==> src/rtl/melody_note_sequencer_top_defines.svh <==
// Assertion helpers used by the sequencer controller (mns_ctrl).
`ifndef MELODY_NOTE_SEQUENCER_TOP_DEFINES_SVH
`define MELODY_NOTE_SEQUENCER_TOP_DEFINES_SVH

// The consequent must hold in the same cycle as the antecedent.
`define MNS_ASSERT_SAME(lbl, clk, rst_n, ante, cons, msg) \
    lbl: assert property (@(posedge clk) disable iff (!rst_n) (ante) |-> (cons)) \
        else $error(msg);

// The consequent must hold in the cycle after the antecedent.
`define MNS_ASSERT_NEXT(lbl, clk, rst_n, ante, cons, msg) \
    lbl: assert property (@(posedge clk) disable iff (!rst_n) (ante) |=> (cons)) \
        else $error(msg);

`endif

==> src/rtl/mns_pkg.sv <==
`timescale 1ns / 1ps

package mns_pkg;

    localparam int OP_W        = 2;
    localparam int EIDX_W      = 6;
    localparam int PITCH_W     = 4;
    localparam int OCT_W       = 4;
    localparam int DIVN_W      = 7;
    localparam int TIES_W      = 8;
    localparam int DUR_W       = 26;
    localparam int TEMPO_W     = 10;
    localparam int LEN_W       = 7;
    localparam int LOOP_W      = 6;
    localparam int CFG_IDX_W   = 2;
    localparam int CFG_DATA_W  = 10;

    // Divider: 240000 / (tempo * division), one quotient bit per cycle.
    localparam int DIVISOR_W   = TEMPO_W + DIVN_W;
    localparam int QUO_W       = 18;
    localparam int DIV_CNT_W   = 5;
    localparam logic [QUO_W-1:0] WHOLE_NOTE_MS = 18'd240000;

    localparam logic [TEMPO_W-1:0] TEMPO_RESET = 10'd120;
    localparam logic [LEN_W-1:0]   LENGTH_RESET = 7'd1;

    typedef enum logic [OP_W-1:0] {
        OP_WRITE   = 2'd0,
        OP_PLAY    = 2'd1,
        OP_RESTART = 2'd2,
        OP_NOP     = 2'd3
    } t_opcode;

    typedef enum logic [CFG_IDX_W-1:0] {
        CFG_TEMPO      = 2'd0,
        CFG_LENGTH     = 2'd1,
        CFG_LOOP_EN    = 2'd2,
        CFG_LOOP_START = 2'd3
    } t_cfg_reg;

    typedef enum logic [1:0] {
        PROG_READY    = 2'd0,
        PROG_PLAYING  = 2'd1,
        PROG_NEXT     = 2'd2,
        PROG_FINISHED = 2'd3
    } t_progress;

    typedef enum logic [2:0] {
        S_IDLE,
        S_READ,
        S_MUL,
        S_DIV,
        S_PROD,
        S_OUT
    } t_ctl_state;

    typedef enum logic [1:0] {
        IDX_HOLD,
        IDX_ZERO,
        IDX_NEXT,
        IDX_LOOP
    } t_idx_op;

    typedef struct packed {
        logic [TIES_W-1:0]  ties;
        logic [DIVN_W-1:0]  division;
        logic [OCT_W-1:0]   octave;
        logic [PITCH_W-1:0] pitch;
    } t_entry;

    typedef struct packed {
        logic    wr_entry;
        t_idx_op idx_op;
        logic    mul;
        logic    div_start;
        logic    div_step;
        logic    prod;
        logic    out_load;
        logic    fin;
        logic    fresh;
        logic    silence;
    } t_dp_cmd;

    typedef struct packed {
        logic at_end;
        logic loop_en;
        logic div_last;
        logic out_stall;
    } t_dp_status;

endpackage

==> src/rtl/mns_if.sv <==
`timescale 1ns / 1ps

interface mns_in_if import mns_pkg::*; ();
    logic               valid;
    logic               ready;
    logic [OP_W-1:0]    opcode;
    logic [EIDX_W-1:0]  entry_index;
    logic [PITCH_W-1:0] entry_pitch;
    logic [OCT_W-1:0]   entry_octave;
    logic [DIVN_W-1:0]  entry_division;
    logic [TIES_W-1:0]  entry_ties;
    logic               note_done;

    modport source (
        output valid, opcode, entry_index, entry_pitch, entry_octave,
               entry_division, entry_ties, note_done,
        input  ready
    );
    modport sink (
        input  valid, opcode, entry_index, entry_pitch, entry_octave,
               entry_division, entry_ties, note_done,
        output ready
    );
endinterface

interface mns_out_if import mns_pkg::*; ();
    logic               valid;
    logic               ready;
    logic               finished;
    logic               note_loaded;
    logic               silence_cmd;
    logic [PITCH_W-1:0] note_pitch;
    logic [OCT_W-1:0]   note_octave;
    logic [DUR_W-1:0]   note_duration_ms;

    modport source (
        output valid, finished, note_loaded, silence_cmd, note_pitch, note_octave,
               note_duration_ms,
        input  ready
    );
    modport sink (
        input  valid, finished, note_loaded, silence_cmd, note_pitch, note_octave,
               note_duration_ms,
        output ready
    );
endinterface

interface mns_cfg_if import mns_pkg::*; ();
    logic                  valid;
    logic                  ready;
    logic [CFG_IDX_W-1:0]  index;
    logic [CFG_DATA_W-1:0] data;

    modport source (output valid, index, data, input ready);
    modport sink (input valid, index, data, output ready);
endinterface

==> src/rtl/mns_ctrl.sv <==
`timescale 1ns / 1ps
`include "melody_note_sequencer_top_defines.svh"

module mns_ctrl import mns_pkg::*; (
    input  logic            i_clk,
    input  logic            i_rst_n,
    input  logic            i_in_valid,
    input  logic [OP_W-1:0] i_opcode,
    input  logic            i_note_done,
    input  t_dp_status      i_status,
    output logic            o_in_ready,
    output t_dp_cmd         o_cmd
);

    t_ctl_state r_state, n_state;
    t_progress  r_progress, n_progress;
    logic       r_fin, n_fin;
    logic       r_fresh, n_fresh;
    logic       r_sil, n_sil;

    always_ff @(posedge i_clk) begin
        if (!i_rst_n) begin
            r_state    <= S_IDLE;
            r_progress <= PROG_READY;
            r_fin      <= 1'b0;
            r_fresh    <= 1'b0;
            r_sil      <= 1'b0;
        end else begin
            r_state    <= n_state;
            r_progress <= n_progress;
            r_fin      <= n_fin;
            r_fresh    <= n_fresh;
            r_sil      <= n_sil;
        end
    end

    always_comb begin
        n_state    = r_state;
        n_progress = r_progress;
        n_fin      = r_fin;
        n_fresh    = r_fresh;
        n_sil      = r_sil;
        o_in_ready = 1'b0;
        o_cmd      = '0;
        o_cmd.idx_op = IDX_HOLD;

        case (r_state)
            S_IDLE: begin
                o_in_ready = 1'b1;
                if (i_in_valid) begin
                    n_fin   = 1'b0;
                    n_fresh = 1'b0;
                    n_sil   = 1'b0;
                    n_state = S_OUT;
                    case (t_opcode'(i_opcode))
                        OP_WRITE: begin
                            o_cmd.wr_entry = 1'b1;
                        end
                        OP_RESTART: begin
                            n_progress = PROG_READY;
                        end
                        OP_PLAY: begin
                            case (r_progress)
                                PROG_READY: begin
                                    o_cmd.idx_op = IDX_ZERO;
                                    n_fresh      = 1'b1;
                                    n_progress   = PROG_PLAYING;
                                    n_state      = S_READ;
                                end
                                PROG_PLAYING: begin
                                    if (i_note_done) begin
                                        n_sil      = 1'b1;
                                        n_progress = PROG_NEXT;
                                    end
                                end
                                PROG_NEXT: begin
                                    // Advance to the next note; past the end of the song: loop back or stop.
                                    if (i_status.at_end && !i_status.loop_en) begin
                                        n_sil      = 1'b1;
                                        n_progress = PROG_FINISHED;
                                    end else begin
                                        o_cmd.idx_op = i_status.at_end ? IDX_LOOP : IDX_NEXT;
                                        n_fresh      = 1'b1;
                                        n_progress   = PROG_PLAYING;
                                        n_state      = S_READ;
                                    end
                                end
                                default: begin
                                    n_fin = 1'b1;
                                end
                            endcase
                        end
                        default: ;
                    endcase
                end
            end
            S_READ: begin
                n_state = S_MUL;
            end
            S_MUL: begin
                o_cmd.mul       = 1'b1;
                o_cmd.div_start = 1'b1;
                n_state         = S_DIV;
            end
            S_DIV: begin
                o_cmd.div_step = 1'b1;
                if (i_status.div_last) begin
                    n_state = S_PROD;
                end
            end
            S_PROD: begin
                o_cmd.prod = 1'b1;
                n_state    = S_OUT;
            end
            S_OUT: begin
                o_cmd.fin     = r_fin;
                o_cmd.fresh   = r_fresh;
                o_cmd.silence = r_sil;
                if (!i_status.out_stall) begin
                    o_cmd.out_load = 1'b1;
                    n_state        = S_IDLE;
                end
            end
            default: begin
                n_state = S_IDLE;
            end
        endcase
    end

    `MNS_ASSERT_NEXT(a_div_runs, i_clk, i_rst_n, r_state == S_DIV && !i_status.div_last, r_state == S_DIV, "divider sequence cut short")
    `MNS_ASSERT_SAME(a_fresh_playing, i_clk, i_rst_n, r_state == S_OUT && r_fresh, r_progress == PROG_PLAYING, "new note without playing state")
    `MNS_ASSERT_SAME(a_fin_alone, i_clk, i_rst_n, r_state == S_OUT && r_fin, !r_fresh && !r_sil && r_progress == PROG_FINISHED, "finished flag mixed with others")
    `MNS_ASSERT_NEXT(a_out_done, i_clk, i_rst_n, r_state == S_OUT && !i_status.out_stall, r_state == S_IDLE, "result sent but not back to idle")

endmodule

==> src/rtl/mns_dp.sv <==
`timescale 1ns / 1ps

module mns_dp import mns_pkg::*; #(
    parameter int TABLE_DEPTH = 64
) (
    input  logic               i_clk,
    input  logic               i_rst_n,
    input  t_dp_cmd            i_cmd,
    input  logic [EIDX_W-1:0]  i_entry_index,
    input  logic [PITCH_W-1:0] i_entry_pitch,
    input  logic [OCT_W-1:0]   i_entry_octave,
    input  logic [DIVN_W-1:0]  i_entry_division,
    input  logic [TIES_W-1:0]  i_entry_ties,
    output t_dp_status         o_status,
    mns_cfg_if.sink            i_cfg,
    mns_out_if.source          o_out
);

    localparam int IDX_W     = $clog2(TABLE_DEPTH);
    localparam int SLOT_SPAN = 1 << EIDX_W;
    localparam int CMP_W     = (IDX_W + 1 > LEN_W) ? IDX_W + 1 : LEN_W;
    localparam logic [IDX_W-1:0] LAST_IDX = IDX_W'(TABLE_DEPTH - 1);

    // Table from a 6-bit slot number to its place in a table of any depth.
    typedef logic [SLOT_SPAN-1:0][IDX_W-1:0] t_wrap_lut;

    function automatic t_wrap_lut build_wrap_lut();
        t_wrap_lut lut;
        for (int i = 0; i < SLOT_SPAN; i++) begin
            lut[i] = IDX_W'(i % TABLE_DEPTH);
        end
        return lut;
    endfunction

    localparam t_wrap_lut WRAP_LUT = build_wrap_lut();

    logic [TEMPO_W-1:0]   r_tempo;
    logic [LEN_W-1:0]     r_song_len;
    logic                 r_loop_en;
    logic [LOOP_W-1:0]    r_loop_start;
    logic [IDX_W-1:0]     r_play_index;
    t_entry               r_table [TABLE_DEPTH];
    t_entry               r_rd_entry;
    logic [DIVISOR_W-1:0] r_divisor;
    logic [DIVISOR_W-1:0] r_rem;
    logic [QUO_W-1:0]     r_quo;
    logic [DIV_CNT_W-1:0] r_div_cnt;
    logic [PITCH_W-1:0]   r_cur_pitch;
    logic [OCT_W-1:0]     r_cur_octave;
    logic [DUR_W-1:0]     r_cur_duration;
    logic                 r_out_valid;
    logic                 r_out_fin;
    logic                 r_out_fresh;
    logic                 r_out_sil;
    logic [PITCH_W-1:0]   r_out_pitch;
    logic [OCT_W-1:0]     r_out_octave;
    logic [DUR_W-1:0]     r_out_duration;

    logic [IDX_W-1:0]           next_idx;
    logic [CMP_W-1:0]           len_clamped;
    logic [DIVISOR_W-1:0]       divisor_full;
    logic [DIVISOR_W:0]         trial;
    logic                       trial_fits;
    logic [QUO_W+TIES_W-1:0]    dur_full;
    t_entry                     wr_entry;

    // Configuration registers; writes are always taken.
    assign i_cfg.ready = 1'b1;

    always_ff @(posedge i_clk) begin
        if (!i_rst_n) begin
            r_tempo      <= TEMPO_RESET;
            r_song_len   <= LENGTH_RESET;
            r_loop_en    <= 1'b0;
            r_loop_start <= '0;
        end else if (i_cfg.valid) begin
            case (t_cfg_reg'(i_cfg.index))
                CFG_TEMPO:      r_tempo      <= i_cfg.data[TEMPO_W-1:0];
                CFG_LENGTH:     r_song_len   <= i_cfg.data[LEN_W-1:0];
                CFG_LOOP_EN:    r_loop_en    <= i_cfg.data[0];
                CFG_LOOP_START: r_loop_start <= i_cfg.data[LOOP_W-1:0];
                default: ;
            endcase
        end
    end

    // Play index and end-of-song detection.
    assign next_idx    = (r_play_index == LAST_IDX) ? '0 : r_play_index + 1'b1;
    assign len_clamped = (CMP_W'(r_song_len) > CMP_W'(TABLE_DEPTH)) ?
                         CMP_W'(TABLE_DEPTH) : CMP_W'(r_song_len);

    always_ff @(posedge i_clk) begin
        if (!i_rst_n) begin
            r_play_index <= '0;
        end else begin
            case (i_cmd.idx_op)
                IDX_ZERO: r_play_index <= '0;
                IDX_NEXT: r_play_index <= next_idx;
                IDX_LOOP: r_play_index <= WRAP_LUT[r_loop_start];
                default: ;
            endcase
        end
    end

    // Note table: one write port, one registered read at the play index.
    assign wr_entry.ties     = i_entry_ties;
    assign wr_entry.division = i_entry_division;
    assign wr_entry.octave   = i_entry_octave;
    assign wr_entry.pitch    = i_entry_pitch;

    always_ff @(posedge i_clk) begin
        if (i_cmd.wr_entry) begin
            r_table[WRAP_LUT[i_entry_index]] <= wr_entry;
        end
        r_rd_entry <= r_table[r_play_index];
    end

    // Divisor product, forced to one when zero.
    assign divisor_full = DIVISOR_W'(r_tempo) * DIVISOR_W'(r_rd_entry.division);

    // Restoring divider step.
    assign trial      = {r_rem, r_quo[QUO_W-1]};
    assign trial_fits = trial >= {1'b0, r_divisor};

    always_ff @(posedge i_clk) begin
        if (i_cmd.mul) begin
            r_divisor <= (divisor_full == '0) ? DIVISOR_W'(1) : divisor_full;
        end
        if (i_cmd.div_start) begin
            r_rem     <= '0;
            r_quo     <= WHOLE_NOTE_MS;
            r_div_cnt <= '0;
        end else if (i_cmd.div_step) begin
            r_rem     <= trial_fits ? DIVISOR_W'(trial - {1'b0, r_divisor})
                                    : trial[DIVISOR_W-1:0];
            r_quo     <= {r_quo[QUO_W-2:0], trial_fits};
            r_div_cnt <= r_div_cnt + 1'b1;
        end
    end

    assign dur_full = r_quo * r_rd_entry.ties;

    // Current note.
    always_ff @(posedge i_clk) begin
        if (!i_rst_n) begin
            r_cur_pitch    <= '0;
            r_cur_octave   <= '0;
            r_cur_duration <= '0;
        end else if (i_cmd.prod) begin
            r_cur_pitch    <= r_rd_entry.pitch;
            r_cur_octave   <= r_rd_entry.octave;
            r_cur_duration <= dur_full[DUR_W-1:0];
        end
    end

    // Result register.
    always_ff @(posedge i_clk) begin
        if (!i_rst_n) begin
            r_out_valid <= 1'b0;
        end else if (i_cmd.out_load) begin
            r_out_valid <= 1'b1;
        end else if (o_out.ready) begin
            r_out_valid <= 1'b0;
        end
    end

    always_ff @(posedge i_clk) begin
        if (i_cmd.out_load) begin
            r_out_fin      <= i_cmd.fin;
            r_out_fresh    <= i_cmd.fresh;
            r_out_sil      <= i_cmd.silence;
            r_out_pitch    <= r_cur_pitch;
            r_out_octave   <= r_cur_octave;
            r_out_duration <= r_cur_duration;
        end
    end

    assign o_out.valid            = r_out_valid;
    assign o_out.finished         = r_out_fin;
    assign o_out.note_loaded      = r_out_fresh;
    assign o_out.silence_cmd      = r_out_sil;
    assign o_out.note_pitch       = r_out_pitch;
    assign o_out.note_octave      = r_out_octave;
    assign o_out.note_duration_ms = r_out_duration;

    assign o_status.at_end    = (r_play_index == LAST_IDX) ||
                                (CMP_W'(next_idx) >= len_clamped);
    assign o_status.loop_en   = r_loop_en;
    assign o_status.div_last  = r_div_cnt == DIV_CNT_W'(QUO_W - 1);
    assign o_status.out_stall = r_out_valid && !o_out.ready;

endmodule

==> src/rtl/melody_note_sequencer_top.sv <==
`timescale 1ns / 1ps

// Melody note sequencer: walks a table of notes written through the input
// channel and returns one result per input transfer. A play step that loads a
// note runs a table read, divisor multiply, 18 restoring-divider steps for
// 240000 / (tempo * division) and a tie multiply before the result register;
// every other step goes straight to the result register, which waits while
// the previous result is still unread. The iterative divider, one quotient
// bit per cycle, sets the load time. A new input is taken while the previous
// result still waits in the output register. Configuration writes are always
// accepted and must only be issued while the block is idle.
module melody_note_sequencer_top import mns_pkg::*; #(
    parameter int TABLE_DEPTH = 64
) (
    input  logic       i_clk,
    input  logic       i_rst_n,
    mns_in_if.sink     i_in,
    mns_cfg_if.sink    i_cfg,
    mns_out_if.source  o_out
);

    t_dp_cmd    dp_cmd;
    t_dp_status dp_status;
    logic       in_ready;

    assign i_in.ready = in_ready;

    mns_ctrl u_ctrl (
        .i_clk       (i_clk),
        .i_rst_n     (i_rst_n),
        .i_in_valid  (i_in.valid),
        .i_opcode    (i_in.opcode),
        .i_note_done (i_in.note_done),
        .i_status    (dp_status),
        .o_in_ready  (in_ready),
        .o_cmd       (dp_cmd)
    );

    mns_dp #(
        .TABLE_DEPTH (TABLE_DEPTH)
    ) u_dp (
        .i_clk            (i_clk),
        .i_rst_n          (i_rst_n),
        .i_cmd            (dp_cmd),
        .i_entry_index    (i_in.entry_index),
        .i_entry_pitch    (i_in.entry_pitch),
        .i_entry_octave   (i_in.entry_octave),
        .i_entry_division (i_in.entry_division),
        .i_entry_ties     (i_in.entry_ties),
        .o_status         (dp_status),
        .i_cfg            (i_cfg),
        .o_out            (o_out)
    );

endmodule
==> src/flat_wrapper.sv <==
// flat-port wrapper written by rule: the top's interface ports become plain ports
module melody_note_sequencer_top_flat import mns_pkg::*;
#(
    parameter int TABLE_DEPTH = 64
)
  (i_clk, i_rst_n, i_in_valid, i_in_opcode, i_in_entry_index, i_in_entry_pitch, i_in_entry_octave, i_in_entry_division, i_in_entry_ties, i_in_note_done, i_in_ready, i_cfg_valid, i_cfg_index, i_cfg_data, i_cfg_ready, o_out_valid, o_out_finished, o_out_note_loaded, o_out_silence_cmd, o_out_note_pitch, o_out_note_octave, o_out_note_duration_ms, o_out_ready);
  mns_in_if i_in_i ();
  mns_cfg_if i_cfg_i ();
  mns_out_if o_out_i ();
  input  logic i_clk;
  input  logic i_rst_n;
  input wire logic [$bits(i_in_i.valid)-1:0] i_in_valid;
  input wire logic [$bits(i_in_i.opcode)-1:0] i_in_opcode;
  input wire logic [$bits(i_in_i.entry_index)-1:0] i_in_entry_index;
  input wire logic [$bits(i_in_i.entry_pitch)-1:0] i_in_entry_pitch;
  input wire logic [$bits(i_in_i.entry_octave)-1:0] i_in_entry_octave;
  input wire logic [$bits(i_in_i.entry_division)-1:0] i_in_entry_division;
  input wire logic [$bits(i_in_i.entry_ties)-1:0] i_in_entry_ties;
  input wire logic [$bits(i_in_i.note_done)-1:0] i_in_note_done;
  output wire logic [$bits(i_in_i.ready)-1:0] i_in_ready;
  input wire logic [$bits(i_cfg_i.valid)-1:0] i_cfg_valid;
  input wire logic [$bits(i_cfg_i.index)-1:0] i_cfg_index;
  input wire logic [$bits(i_cfg_i.data)-1:0] i_cfg_data;
  output wire logic [$bits(i_cfg_i.ready)-1:0] i_cfg_ready;
  output wire logic [$bits(o_out_i.valid)-1:0] o_out_valid;
  output wire logic [$bits(o_out_i.finished)-1:0] o_out_finished;
  output wire logic [$bits(o_out_i.note_loaded)-1:0] o_out_note_loaded;
  output wire logic [$bits(o_out_i.silence_cmd)-1:0] o_out_silence_cmd;
  output wire logic [$bits(o_out_i.note_pitch)-1:0] o_out_note_pitch;
  output wire logic [$bits(o_out_i.note_octave)-1:0] o_out_note_octave;
  output wire logic [$bits(o_out_i.note_duration_ms)-1:0] o_out_note_duration_ms;
  input wire logic [$bits(o_out_i.ready)-1:0] o_out_ready;
  assign i_in_i.valid = i_in_valid;
  assign i_in_i.opcode = i_in_opcode;
  assign i_in_i.entry_index = i_in_entry_index;
  assign i_in_i.entry_pitch = i_in_entry_pitch;
  assign i_in_i.entry_octave = i_in_entry_octave;
  assign i_in_i.entry_division = i_in_entry_division;
  assign i_in_i.entry_ties = i_in_entry_ties;
  assign i_in_i.note_done = i_in_note_done;
  assign i_in_ready = i_in_i.ready;
  assign i_cfg_i.valid = i_cfg_valid;
  assign i_cfg_i.index = i_cfg_index;
  assign i_cfg_i.data = i_cfg_data;
  assign i_cfg_ready = i_cfg_i.ready;
  assign o_out_valid = o_out_i.valid;
  assign o_out_finished = o_out_i.finished;
  assign o_out_note_loaded = o_out_i.note_loaded;
  assign o_out_silence_cmd = o_out_i.silence_cmd;
  assign o_out_note_pitch = o_out_i.note_pitch;
  assign o_out_note_octave = o_out_i.note_octave;
  assign o_out_note_duration_ms = o_out_i.note_duration_ms;
  assign o_out_i.ready = o_out_ready;
  melody_note_sequencer_top #(.TABLE_DEPTH(TABLE_DEPTH)) u_core (.i_clk(i_clk), .i_rst_n(i_rst_n), .i_in(i_in_i), .i_cfg(i_cfg_i), .o_out(o_out_i));
endmodule
==> config.mk <==
export PLATFORM = sky130hd
export DESIGN_NAME = melody_note_sequencer_top_flat
export DESIGN_NICKNAME = d
export VERILOG_FILES = /design/src/rtl/mns_pkg.sv /design/src/rtl/mns_if.sv /design/src/rtl/mns_ctrl.sv /design/src/rtl/mns_dp.sv /design/src/rtl/melody_note_sequencer_top.sv /design/src/flat_wrapper.sv
export VERILOG_INCLUDE_DIRS = /design/src /design/src/rtl
export SDC_FILE = /design/constraint.sdc
export NUM_CORES = 2
export LEC_CHECK = 0
export BUFFER_PORTS_ARGS = -buffer_cell sky130_fd_sc_hd__buf_4
export CAP_MARGIN = 10
export CORE_ASPECT_RATIO = 0.6
export CORE_MARGIN = 1.5
export CORE_UTILIZATION = 35
export DETAILED_ROUTE_END_ITERATION = 8
export PLACE_DENSITY = 0.52
export SLEW_MARGIN = 10
export SYNTH_ARGS = -nofsm -noshare
export SYNTH_HDL_FRONTEND = slang
export SYNTH_HIERARCHICAL = 1
export SYNTH_SLANG_ARGS = --single-unit
export TNS_END_PERCENT = 50
==> constraint.sdc <==
create_clock -name i_clk -period 7 [get_ports i_clk]
set_input_delay 1.05 -clock i_clk [delete_from_list [all_inputs] [get_ports i_clk]]
set_output_delay 1.05 -clock i_clk [all_outputs]
set_load 0.01 [all_outputs]
==> run_results.csv <==
group,metric,value,unit
critical_path,startpoint,"u_core/u_dp/r_rd_entry[9]$_DFF_P_",
yosys,syn_area_per_cell,19.0,sq um
yosys,ys_seq_area_frac,0.686,
cells_and_area,area_growth,12.5,%
route,detailedRoute.firstPassIterationCount,5,
route,drtIter0Drc,3716,
cells_and_area,multi_input_area,21200,sq um
critical_path,reg2reg_from,"u_core/u_dp/r_rd_entry[9]$_DFF_P_",
yosys,synth_flop_cell,"edfxtp_1",
yosys,synth-edff-count,1526,
clocking,cts-root-buf,"clkbuf_16",
timing,fin_crit_sh,0.742,
floorplan,die_h,352,um
critical_path,arrival,5740,ps
clocking,cts_setup_buffers,0,
route,drc,0,
floorplan,pin_count,89,
critical_path,path_class,"reg2reg",
critical_path,endpoint,"u_core/u_dp/r_divisor[0]$_SDFFCE_PN1P_",
clocking,clock_latency,830,ps
timing,clock.fmax,193,MHz
floorplan,rows,127,
clocking,cts.hold.buffers_added,0,
yosys,async_reset_ff_frac,0,
yosys,synth_top_area_cell,"edfxtp_1",
placement,place.gp.congestion,0.791,
timing,tightest_slew,1340,ps
cells_and_area,ff_latch_area,48700,sq um
timing,setup_violations,0,
timing,worst_slack,1810,ps
power_and_ir_drop,p_total,0.0245,W
yosys,netlist.area_leader.share,0.646,
timing,grt_setup_unrepaired,"false",
critical_path,crit_path_end_kind,"register",
cells_and_area,n_fill_cell,18025,
timing,final_max_slew_viol_count,0,
route,vias,35344,
global_routing,grt_first_pass_wirelength,263,mm
clocking,cts.repair.resized,0,
placement,io_buffers,87,
route,routed_wl,186,mm
global_routing,grt_usage,0.181,
critical_path,cp_max_fo,10,
power_and_ir_drop,max-vdd-ir-drop,495,uV
global_routing,antenna_found_initial,27,
yosys,synth_common_cells,"1526 x edfxtp_1, 483 x mux4_2, 181 x inv_1",
placement,place_ws,1920,ps
power_and_ir_drop,leakage,25.4,nW
clocking,cts_buffers,158,
timing,finClkSkew,65.4,ps
clocking,cts_tree,"yes",
timing,tns,0,ps
critical_path,rr_endpoint,"u_core/u_dp/r_divisor[0]$_SDFFCE_PN1P_",
timing,min_period,5190,ps
critical_path,ff2ff_path_depth,18,
route,wire_per_inst,27.8,um
floorplan,start_util,0.354,
global_routing,grt_max_degree,134,
yosys,synth_seq_cells,1668,
timing,relSlewSlack,0.103,
route,vias_per_cell,5.30,
global_routing,grt_overflow,0,
yosys,syn_inst,3733,
clocking,clk_pin_slew,60,ps
floorplan,die_w,584,um
run_status,status,"complete, no violations",
yosys,synth_area_leaders,"edfxtp_1 65%, mux4_2 15%, dfxtp_1 4.0%",
clocking,cts_sinks,1668,
yosys,yosysMostFrequentCell,"edfxtp_1",
min_path,hold_path_class,"reg2reg",
placement,hpwl,109,mm
clocking,clk_path_buf_depth,4,
yosys,yosysWarningCount,6,
floorplan,die-area,205000,sq um
critical_path,cp-start-kind,"register",
power_and_ir_drop,powerDensity,307,nW/um^2
timing,fin_hold_ws,416,ps
yosys,synthDistinctLibCells,70,
yosys,netlist_area,70900,sq um
floorplan,core-area,201000,sq um
critical_path,worst-r2r-setup-slack,1810,ps
route,detail-route-antenna-nets,0,
cells_and_area,drive_gt1_frac,0.232,
yosys,syn_nets,4034,
cells_and_area,fin_nets,4138,
critical_path,cp.required,7550,ps
timing,finalHoldViolCount,0,
clocking,htree_levels,4,
cells_and_area,utilization,0.398,
global_routing,grt_pass1_vias,34739,
run,drv_cap,0,
-- cell usage in the layout (no fill, tap or decap), types with 62 or more instances in the layout --
cell       count
inv_1        181
clkbuf_16    158
ha_1         116
dfxtp_1      136
mux4_2       483
buf_4        131
fa_1         136
and2_1       150
nand2_1      169
edfxtp_1    1526
nor2_1        70
mux2i_1       62
-- power by group --
| part | leakage, nW | switching, W | internal (W) |
|---|---|---|---|
| registers | 14.9 | 0.000218 | 0.0111 |
| logic | 8.19 | 0.00290 | 0.00202 |
| clock network | 2.32 | 0.00370 | 0.00461 |
| total | 25.4 | 0.00682 | 0.0177 |
-- through the flow --
step / cell area [sq um] / std cells
final: 79800 / 6670
after global routing: 79800 / 6662
after CTS: 79800 / 6657
after detailed placement: 75000 / 6386
after global placement: 75000 / 6386
after floorplan: 70900 / 3733
-- final cells by class --
class,count,area share
Clock buffer,198,0.0514
Inverter,181,0.00851
Tap cell,2709,0.0425
Timing Repair Buffer,135,0.0133
Antenna cell,13,0.000407
Clock inverter,73,0.00874
Multi-Input combinational cell,1693,0.265
Sequential cell,1668,0.610
-- worst min-delay path by stage --
stage / slack, ps / depth (start not counted) / start / endpoint
2_1_floorplan: 400 / 0 / u_core/u_dp/r_cur_duration[25]$_SDFFE_PN0P_ / u_core/u_dp/o_out.note_duration_ms[25]$_DFFE_PP_
4_1_cts: 410 / 0 / u_core/u_dp/r_cur_duration[10]$_SDFFE_PN0P_ / u_core/u_dp/o_out.note_duration_ms[10]$_DFFE_PP_
3_5_place_dp: 420 / 0 / u_core/u_dp/r_cur_duration[18]$_SDFFE_PN0P_ / u_core/u_dp/o_out.note_duration_ms[18]$_DFFE_PP_
3_3_place_gp: 420 / 0 / u_core/u_dp/r_cur_octave[1]$_SDFFE_PN0P_ / u_core/u_dp/o_out.note_octave[1]$_DFFE_PP_
6_report: 420 / 0 / u_core/u_dp/r_cur_duration[10]$_SDFFE_PN0P_ / u_core/u_dp/o_out.note_duration_ms[10]$_DFFE_PP_
5_1_grt: 430 / 0 / u_core/u_dp/r_cur_duration[10]$_SDFFE_PN0P_ / u_core/u_dp/o_out.note_duration_ms[10]$_DFFE_PP_
-- registers in the layout (all words and copies together) (netlist names), 7 cells and up, named ones only --
register                            flops
u_core/u_dp/o_out.note_duration_ms     26
u_core/u_dp/r_cur_duration             26
u_core/u_dp/r_divisor                  17
u_core/u_dp/r_quo                      18
u_core/u_dp/r_rd_entry                 23
u_core/u_dp/r_rem                      17
u_core/u_dp/r_song_len                  7
u_core/u_dp/r_table                  1472
u_core/u_dp/r_tempo                    10
-- layer usage --
| metal | vias to the layer above | wire length, um | GRT usage |
|---|---|---|---|
| met3 | 211 | 16400 | 0.0527 |
| met5 | - | 73 | 0 |
| met2 | 1102 | 75700 | 0.243 |
| li1 | 14902 | - | - |
| met4 | 12 | 3090 | 0.0368 |
| met1 | 19117 | 90400 | 0.285 |
-- worst max-delay path: stages, from the launching register on --
cell and delay [ps]:
dfxtp_1 380, and2_1 210, fa_1 530, inv_1 50, fa_1 530, inv_1 50, fa_1 480, inv_1 50
fa_1 470, inv_1 40, ha_1 340, o21ai_0 160, o211ai_1 320, nand2_1 120, xnor2_1 160, nor4_1 270
nand2_1 100, or4_1 420, o41ai_1 300
-- cells by family (layout without fill, tap and decap cells) --
group           count (synthesis)  after routing  synth area share
simple gates                  636            636            0.0457
other cells                     1             14         0.0000529
fa+ha+maj                     252            252            0.0588
compound gates                213            213            0.0200
buf+inv                       372            587            0.0217
xor+xnor                       45             45           0.00556
mux                           546            546             0.162
flops                        1668           1668             0.686
No activity file was read; power rests on OpenSTA's default activity.
